**src/hw/rtl/llts_pkg.sv**
```systemverilog
// Shared types and constants for the tails-table LIS length block.
`default_nettype none
package llts_pkg;

  // Fixed width of the reported length field
  localparam int unsigned LEN_W = 11;
  // Width of the length field padded to whole bytes on the result bus
  localparam int unsigned OUT_DATA_W = 16;

  // One result item as handed from the sequencer to the output stage
  typedef struct packed {
    logic [LEN_W-1:0] length;
    logic             overflow;
  } llts_res_t;

endpackage : llts_pkg
`default_nettype wire

```
**src/hw/rtl/llts_ctrl.sv**
```systemverilog
// Sequencer: checks the last tail, appends or binary-searches the tails, one probe a cycle.
`default_nettype none
module llts_ctrl #(
  parameter int unsigned MAX_LEN     = 1024,
  parameter int unsigned VALUE_WIDTH = 32
) (
  input  wire logic                       clk,
  input  wire logic                       rst_n,
  // item in
  input  wire logic                       in_valid,
  output logic                            in_ready,
  input  wire logic [VALUE_WIDTH-1:0]     value,
  input  wire logic                       start_req,
  // result out
  output logic                            res_valid,
  input  wire logic                       res_ready,
  output llts_pkg::llts_res_t             res,
  // tails memory
  output logic                            ram_wr_en,
  output logic [$clog2(MAX_LEN)-1:0]      ram_wr_addr,
  output logic [VALUE_WIDTH-1:0]          ram_wr_data,
  output logic                            ram_rd_en,
  output logic [$clog2(MAX_LEN)-1:0]      ram_rd_addr,
  input  wire logic [VALUE_WIDTH-1:0]     ram_rd_data
);
  import llts_pkg::*;

  localparam int unsigned AW = $clog2(MAX_LEN);
  localparam int unsigned CW = $clog2(MAX_LEN + 1);

  typedef enum logic [1:0] {
    ST_IDLE,
    ST_LAST,
    ST_SEARCH,
    ST_FIN
  } state_t;

  state_t               state_r, state_nxt;
  logic [VALUE_WIDTH-1:0] key_r, key_nxt;
  logic [CW-1:0]        cnt_r, cnt_nxt;
  logic [AW-1:0]        lo_r, lo_nxt;
  logic [AW-1:0]        hi_r, hi_nxt;
  logic [AW-1:0]        mid_r, mid_nxt;
  logic                 ovf_r, ovf_nxt;

  logic [VALUE_WIDTH-1:0] key_in;
  logic [CW-1:0]        cnt_eff;
  logic [AW-1:0]        hi_first;
  logic [AW-1:0]        lo_step;
  logic [AW-1:0]        hi_step;
  logic [AW:0]          sum_first;
  logic [AW:0]          sum_step;

  // Flip the sign bit so that unsigned order matches signed order
  assign key_in  = {~value[VALUE_WIDTH-1], value[VALUE_WIDTH-2:0]};
  assign cnt_eff = start_req ? '0 : cnt_r;

  // Search bounds for the first probe and for each later probe
  assign hi_first  = AW'(cnt_r - CW'(1));
  assign sum_first = {1'b0, hi_first};
  assign lo_step   = (ram_rd_data < key_r) ? AW'({1'b0, mid_r} + {{AW{1'b0}}, 1'b1}) : lo_r;
  assign hi_step   = (ram_rd_data < key_r) ? hi_r : mid_r;
  assign sum_step  = {1'b0, lo_step} + {1'b0, hi_step};

  assign in_ready     = (state_r == ST_IDLE);
  assign res_valid    = (state_r == ST_FIN);
  assign res.length   = LEN_W'(cnt_r);
  assign res.overflow = ovf_r;

  // Next state, memory accesses and table updates
  always_comb begin
    state_nxt   = state_r;
    key_nxt     = key_r;
    cnt_nxt     = cnt_r;
    lo_nxt      = lo_r;
    hi_nxt      = hi_r;
    mid_nxt     = mid_r;
    ovf_nxt     = ovf_r;
    ram_wr_en   = 1'b0;
    ram_wr_addr = '0;
    ram_wr_data = key_r;
    ram_rd_en   = 1'b0;
    ram_rd_addr = '0;
    unique case (state_r)
      ST_IDLE: begin
        if (in_valid) begin
          key_nxt = key_in;
          ovf_nxt = 1'b0;
          if (cnt_eff == '0) begin
            // empty table: the value becomes the only tail
            ram_wr_en   = 1'b1;
            ram_wr_data = key_in;
            cnt_nxt     = CW'(1);
            state_nxt   = ST_FIN;
          end else begin
            // fetch the last tail
            ram_rd_en   = 1'b1;
            ram_rd_addr = AW'(cnt_eff - CW'(1));
            cnt_nxt     = cnt_eff;
            state_nxt   = ST_LAST;
          end
        end
      end
      ST_LAST: begin
        if (key_r > ram_rd_data) begin
          // append, or flag overflow on a full table
          if (cnt_r < CW'(MAX_LEN)) begin
            ram_wr_en   = 1'b1;
            ram_wr_addr = AW'(cnt_r);
            cnt_nxt     = cnt_r + CW'(1);
          end else begin
            ovf_nxt = 1'b1;
          end
          state_nxt = ST_FIN;
        end else if (hi_first == '0) begin
          // single candidate: replace the first tail
          ram_wr_en = 1'b1;
          state_nxt = ST_FIN;
        end else begin
          // answer lies in [0, count-1]; issue the first probe
          lo_nxt      = '0;
          hi_nxt      = hi_first;
          mid_nxt     = sum_first[AW:1];
          ram_rd_en   = 1'b1;
          ram_rd_addr = sum_first[AW:1];
          state_nxt   = ST_SEARCH;
        end
      end
      ST_SEARCH: begin
        lo_nxt = lo_step;
        hi_nxt = hi_step;
        if (lo_step == hi_step) begin
          // first tail not below the key found: overwrite it
          ram_wr_en   = 1'b1;
          ram_wr_addr = lo_step;
          state_nxt   = ST_FIN;
        end else begin
          mid_nxt     = sum_step[AW:1];
          ram_rd_en   = 1'b1;
          ram_rd_addr = sum_step[AW:1];
        end
      end
      ST_FIN: begin
        if (res_ready) begin
          state_nxt = ST_IDLE;
        end
      end
      default: begin
        state_nxt = ST_IDLE;
      end
    endcase
  end

  // State and registered outputs
  always_ff @(posedge clk) begin
    if (!rst_n) begin
      state_r <= ST_IDLE;
      cnt_r   <= '0;
      ovf_r   <= 1'b0;
    end else begin
      state_r <= state_nxt;
      cnt_r   <= cnt_nxt;
      ovf_r   <= ovf_nxt;
    end
    key_r <= key_nxt;
    lo_r  <= lo_nxt;
    hi_r  <= hi_nxt;
    mid_r <= mid_nxt;
  end

endmodule : llts_ctrl
`default_nettype wire

```
**config.mk**
```make
export PLATFORM = sky130hd
export DESIGN_NAME = llts_ctrl
export DESIGN_NICKNAME = d
export VERILOG_FILES = /design/src/hw/rtl/llts_pkg.sv /design/src/hw/rtl/llts_ctrl.sv
export SDC_FILE = /design/constraint.sdc
export NUM_CORES = 1
export LEC_CHECK = 0
export ABC_AREA = 1
export CORE_MARGIN = 3
export CORE_UTILIZATION = 70
export DETAILED_ROUTE_END_ITERATION = 16
export DONT_BUFFER_PORTS = 1
export GPL_TIMING_DRIVEN = 0
export PLACE_DENSITY = 0.88
export SYNTH_ARGS = -nofsm -noshare
export SYNTH_HDL_FRONTEND = slang
export SYNTH_SLANG_ARGS = --single-unit
export TNS_END_PERCENT = 50
```
**constraint.sdc**
```tcl
create_clock -name clk -period 11.2 [get_ports clk]
set_clock_uncertainty 0.05 [all_clocks]
set_input_delay 2.24 -clock clk [delete_from_list [all_inputs] [get_ports clk]]
set_output_delay 2.24 -clock clk [all_outputs]
set_load 0.005 [all_outputs]
```
==> flow_summary.yaml, run 1 <==
status:
  run_status: "completed"
detailed_routing:
  postRouteAntennaNets: 0
  wl_met1_mm: 6.20
  drt_iter0_drc: 407
  dr.pass1.iters: 5
  highest_layer: "met4"
  post-route-drc-count: 0
  vias: 5378
  vias_per_cell: 6.12
  routed_wl_mm: 15.7
  wl_per_cell_um: 17.9
  route.met3.wl_mm: 1.40
  wl_met2_mm: 7.65
cells_and_area:
  design_area_um2: 6370
  drive_gt1_share_pct: 11.8
  fin_cells: 879
  area_delta_synth_final_pct: 5.30
  diodes: 0
  fin_util_pct: 76.7
  finalNetCount: 891
floorplanning:
  rows: 33
  dieArea_um2: 9790
  start_util_pct: 72.8
  die_h_um: 98.9
  core_um2: 8300
  ios: 137
  dieWidth_um: 98.9
power_and_ir_drop:
  p_int_mw: 0.951
  clockPowerShare_pct: 10.0
  combPwrFrac_pct: 62.7
  powerDensity_nw_per_um2: 308
  p_sw_share_pct: 51.4
  p_switching_mw: 1.01
  vdd.ir_drop.worst_mv: 0.176
  share_seq_of_total_power_pct: 27.3
  power.leakage_nw: 2.82
  finalPower_mw: 1.96
clock_tree:
  cts_tree: "done"
  cts_made_buffers: 9
  cts_hold_buf: 0
  clock-sinks: 76
  cts_buffer_depth: 2
  post_cts_buffers: 0
  cts.htree.levels: 3
  insertion_delay_ns: 0.37
  post_cts_resized: 0
  cts.clk_slew.worst_paths_ns: 0.08
  cts_root_buf: "clkbuf_8"
sta:
  finalCritPeriodShare_pct: 73.5
  hold_violations: 0
  tightest_slew_ns: 1.27
  hold_slack_ns: 0.438
  period_minus_slack_ns: 8.23
  fmax_mhz: 122
  fin_setup_tns_ns: 0
  setup_viol: 0
  slew_headroom_pct: 15.3
  setup_ws_ns: 2.97
  rsz0062_at_grt: "false"
  drv_slew: 0
synth:
  synth-seq-area-share_pct: 35.4
  yosys.area.top_type: "edfxtp_1"
  synthCells: 757
  netlist_area_um2: 6050
  ys_ff_latch: 76
  synth_edf_count: 62
  synthTopCellsByArea: "edfxtp_1 31%, ha_1 11%, nand2_1 10%"
  yosysTopAreaCellShare_pct: 30.8
  synth-main-ff-cell: "edfxtp_1"
  synth_cell_type_count: 53
  synthArstFlopShare_pct: 0
  syn_avg_cell_area_um2: 7.99
  yosys_warnings: 0
  syn-num-nets: 879
worst_setup_path:
  rr_endpoint: "mid_r[4]$_DFFE_PP_"
  path_class: "primary input to output port"
  required_ns: 8.91
  r2r_cells: 23
  reg2reg_slack_ns: 6.82
  reg2reg_from: "key_r[7]$_DFFE_PP_"
  critPathMaxFanout: 10
  arrival_ns: 5.94
  crit_start: "ram_rd_data[7]"
  start_kind: "primary input"
  worst_setup_path_end_kind: "output port"
placed_design:
  numPortBuffers: 0
  place_area_um2: 6200
  dp_hpwl_mm: 12.4
  place_inst: 863
  gp_congestion: 1.01
  pre_cts_ws_ns: 3.06
grt:
  grtUsageTotal_pct: 31.5
  grt_overflow_total: 0
  antenna_found_initial: 0
  grt_pass1_vias: 5325
  grt_pass1_wl_mm: 24.9
  grt_max_degree: 34
run:
  max-cap-violations: 0
worst_hold_path:
  min_path_cells: 2
  min-delay-start: "ovf_r$_SDFFE_PN0P_"
  worstHoldEndpoint: "ovf_r$_SDFFE_PN0P_"
  hp-class: "flop to flop"
## worst max-delay path by stage
stage	endpoint	slack, ns	cells after the start
3_5_place_dp	ram_wr_addr[3]	3.06	22
3_3_place_gp	ram_wr_addr[3]	3.12	22
2_1_floorplan	ram_wr_addr[0]	3.71	22
6_report	ram_wr_addr[2]	2.97	24
4_1_cts	ram_wr_addr[2]	3.04	24
5_1_grt	ram_wr_addr[3]	2.62	24
## metal layers
metal / global-route usage (%) / vias up
met3: 8.07 / 47
met4: 12.6 / 0
met5: 0 / -
li1: - / 2561
met2: 54.9 / 297
met1: 37.1 / 2473
## cells in the final DEF, fill, tap and decap left out, types with 10 or more instances in the layout
cell,instances
a21oi_1,54
clkbuf_1,11
clkbuf_8,10
dfxtp_1,14
edfxtp_1,62
ha_1,52
inv_1,103
mux2_1,10
mux2_2,20
nand2_1,164
nand3_1,47
nor2_1,49
o21ai_0,44
xor2_1,16
## registers in the layout, indices dropped and copies added (netlist names)
| name | cells |
|---|---|
| state_r | 2 |
| ovf_r | 1 |
| hi_r | 10 |
| lo_r | 10 |
| cnt_r | 11 |
| mid_r | 10 |
| key_r | 32 |
## cell type report
class / count / area (µm²)
clock buffers: 11 / 141
repair buffers: 1 / 15.0
inverters: 112 / 428
plain buffers: 23 / 119
well taps: 105 / 131
fillers: 646 / 1930
multi-input cells: 546 / 3360
clock inverters: 5 / 28.8
flip-flops and latches: 76 / 2140
## synthesized netlist by cell type (all sizes together), types with 4 or more instances
cell type,number
edfxtp,62
nor3,9
inv,111
a31oi,7
xor2,16
nor2,57
mux2,30
ha,52
o21ai,53
buf,12
dfxtp,14
nor4,5
nand3,48
clkbuf,11
nand4,4
a21oi,55
o22ai,5
nand2,180
## critical path, cell delays in order
cell	delay, ns
inv_1	0.03
ha_1	0.30
nand2_1	0.10
nor2_4	0.17
nand2_1	0.07
nand2_1	0.09
nand2_1	0.06
nand2_1	0.08
nand2_2	0.07
nand2_4	0.09
nand2_4	0.09
inv_4	0.13
clkbuf_1	0.39
nand2_1	0.08
o21ai_0	0.12
ha_1	0.33
nor4_1	0.28
nand3_1	0.12
nor4_1	0.38
nand2_4	0.14
inv_2	0.12
buf_6	0.15
nand2_1	0.07
a21oi_1	0.23
## kinds of logic (layout without fill, tap and decap cells)
group | after synthesis | after routing | share of synthesized area [%]
AND/OR/NAND/NOR | 310 | 310 | 23.9
AO/OA/AOI/OAI | 134 | 134 | 12.2
adder cells (fa/ha/maj) | 53 | 53 | 11.1
flip-flops | 76 | 76 | 35.4
buffers and inverters | 135 | 152 | 9.04
multiplexers | 30 | 30 | 5.59
XOR/XNOR | 19 | 19 | 2.75
## power by group through the flow
| stage | Combinational (mW) | Sequential (mW) | Clock (mW) |
|---|---|---|---|
| finish | 1.23 | 0.534 | 0.196 |
| global route | 1.36 | 0.544 | 0.205 |
| CTS | 1.20 | 0.532 | 0.194 |
| detailed placement | 1.19 | 0.538 | 0 |
| global placement | 1.15 | 0.536 | 0 |
| floorplan | 0.912 | 0.518 | 0 |
No activity file was read; power rests on OpenSTA's default activity.
==> run 2: changes to the inputs <==
--- a/config.mk
+++ b/config.mk
@@ -7,11 +7,11 @@
 export LEC_CHECK = 0
 export ABC_AREA = 1
 export CORE_MARGIN = 3
-export CORE_UTILIZATION = 70
+export CORE_UTILIZATION = 59
 export DETAILED_ROUTE_END_ITERATION = 16
 export DONT_BUFFER_PORTS = 1
 export GPL_TIMING_DRIVEN = 0
-export PLACE_DENSITY = 0.88
+export PLACE_DENSITY = 0.8
 export SYNTH_ARGS = -nofsm -noshare
 export SYNTH_HDL_FRONTEND = slang
 export SYNTH_SLANG_ARGS = --single-unit
==> constraint.sdc (replaced) <==
create_clock -name clk -period 7.5 [get_ports clk]
set_clock_uncertainty 0.05 [all_clocks]
set_input_delay 1.5 -clock clk [delete_from_list [all_inputs] [get_ports clk]]
set_output_delay 1.5 -clock clk [all_outputs]
set_load 0.005 [all_outputs]
==> run 2 against run 1 <==
Against the previous run:
- global-route usage down 4.1 points
- sequential share of layout area down 0.47 points
- sequential power up 49%
- hold slack worse by 0.013 ns
- largest cell class unchanged
==> flow_summary.yaml, run 2 (same netlist as run 1, synthesis figures left out) <==
status:
  run_status: "completed"
sta:
  drv_slew: 0
  tightest_slew_ns: 0.590
  setup_viol: 0
  fmax_mhz: 148
  hold_violations: 0
  hold_slack_ns: 0.425
  finalCritPeriodShare_pct: 90.3
  rsz0062_at_grt: "false"
  fin_setup_tns_ns: 0
  slew_headroom_pct: 60.7
  period_minus_slack_ns: 6.77
power_and_ir_drop:
  p_switching_mw: 1.52
  power.leakage_nw: 2.85
  finalPower_mw: 2.97
  p_sw_share_pct: 51.1
  combPwrFrac_pct: 62.3
  powerDensity_nw_per_um2: 460
  share_seq_of_total_power_pct: 26.8
  clockPowerShare_pct: 10.9
  vdd.ir_drop.worst_mv: 0.221
  p_int_mw: 1.45
cells_and_area:
  final_common_cell: "nand2_1"
  largestRegisters: "key_r x32, cnt_r x11"
  multi_input_area_um2: 3360
  layout_common_cells: "164 x nand2_1, 103 x inv_1, 62 x edfxtp_1, 54 x a21oi_1, 52 x ha_1"
  finalNetCount: 892
  regMostFlops: "key_r"
  diodes: 0
  fin_cells: 908
  largest_reg_flops: 32
  nFillCells: 801
  seq_area_um2: 2140
  drive_gt1_share_pct: 12.1
  area_delta_synth_final_pct: 6.79
clock_tree:
  cts_root_buf: "clkbuf_8"
  clock-sinks: 76
  cts.htree.levels: 3
  insertion_delay_ns: 0.37
  post_cts_resized: 0
  cts.clk_slew.worst_paths_ns: 0.09
  cts_buffer_depth: 2
  cts_made_buffers: 9
  post_cts_buffers: 0
  cts_tree: "done"
  cts_hold_buf: 0
worst_setup_path:
  start_kind: "primary input"
  crit_start: "ram_rd_data[13]"
  path_class: "primary input to output port"
  worst_setup_path_end_kind: "output port"
  arrival_ns: 5.22
  reg2reg_from: "key_r[13]$_DFFE_PP_"
  critPathMaxFanout: 10
  required_ns: 5.95
grt:
  top_usage_layer: "met2"
  met1_usage_pct: 33.3
  grt_max_degree: 34
  grt_overflow_total: 0
  grtUsageTotal_pct: 27.5
  grt_pass1_wl_mm: 25.2
  global_route.usage.met2_pct: 47.9
  antenna_found_initial: 0
  grt_use_met3_pct: 5.18
  grt_pass1_vias: 5269
floorplanning:
  start_util_pct: 61.3
  rows: 36
  core_um2: 9860
  die_h_um: 107
  dieArea_um2: 11500
  ios: 137
  dieWidth_um: 107
detailed_routing:
  drt_iter0_drc: 514
  dr.pass1.iters: 6
  vias: 5316
  routed_wl_mm: 15.7
  vias_per_cell: 5.85
  postRouteAntennaNets: 0
  post-route-drc-count: 0
  wl_per_cell_um: 17.3
placed_design:
  place_inst: 891
  dp_hpwl_mm: 12.3
  gp_congestion: 0.960
  numPortBuffers: 0
run:
  max-cap-violations: 0
worst_hold_path:
  hp-class: "flop to flop"
  min-delay-start: "ovf_r$_SDFFE_PN0P_"
## run 2: cell type report
class / count / share of cell area [%]
sequential: 76 / 33.2
timing repair buffer: 2 / 0.659
tap: 133 / 2.58
clock buffer: 9 / 1.92
clock inverter: 7 / 1.14
buffer: 23 / 1.84
multi-input combinational: 546 / 52.1
inverter: 112 / 6.63
## run 2: critical path, stage by stage
cell,delay [ns]
inv_1,0.03
ha_1,0.30
nand2_1,0.12
nor3_4,0.26
nand2_1,0.08
nand2_1,0.11
nand2_2,0.08
nand2_4,0.09
nand2_4,0.08
inv_4,0.13
clkbuf_1,0.40
nand2_1,0.08
o21ai_0,0.15
ha_1,0.36
nor4_1,0.31
nand3_1,0.11
nor4_1,0.37
nand2_4,0.12
inv_2,0.10
buf_6,0.14
nand2_1,0.07
a21oi_1,0.23
## run 2: metrics by stage
| stage | worst slack, ns | util [%] | area, µm² |
|---|---|---|---|
| 3_5_place_dp | 0.784 | 63.2 | 6230 |
| 3_3_place_gp | 0.897 | 63.0 | 6210 |
| 5_1_grt | 0.418 | 65.4 | 6460 |
| 6_report | 0.731 | 65.4 | 6460 |
| 4_1_cts | 0.785 | 65.2 | 6430 |
| 2_1_floorplan | 1.49 | - | 6050 |
## run 2: power groups by stage
stage / Combinational [mW] / Clock, mW / Sequential (mW)
2_1_floorplan: 1.36 / 0 / 0.774
3_3_place_gp: 1.71 / 0 / 0.799
3_5_place_dp: 1.78 / 0 / 0.803
4_1_cts: 1.80 / 0.327 / 0.795
5_1_grt: 2.03 / 0.346 / 0.812
6_report: 1.85 / 0.323 / 0.796
## run 2: path summary, 6_finish.rpt
path                            slack, ns  depth (start not counted)                  to
worst min-delay path                 0.42                          2  ovf_r$_SDFFE_PN0P_
worst min register to register       0.42                          2  ovf_r$_SDFFE_PN0P_
worst max-delay path                 0.73                         22      ram_wr_addr[0]
worst max register to register       3.13                         21  mid_r[6]$_DFFE_PP_
## run 2: metal layers
layer,share of wire (%),wire length [µm],up-vias
met5,0,0,-
met1,40,6200,2447
met3,7.9,1230,47
met4,3.1,487,0
met2,50,7770,259
li1,-,-,2563
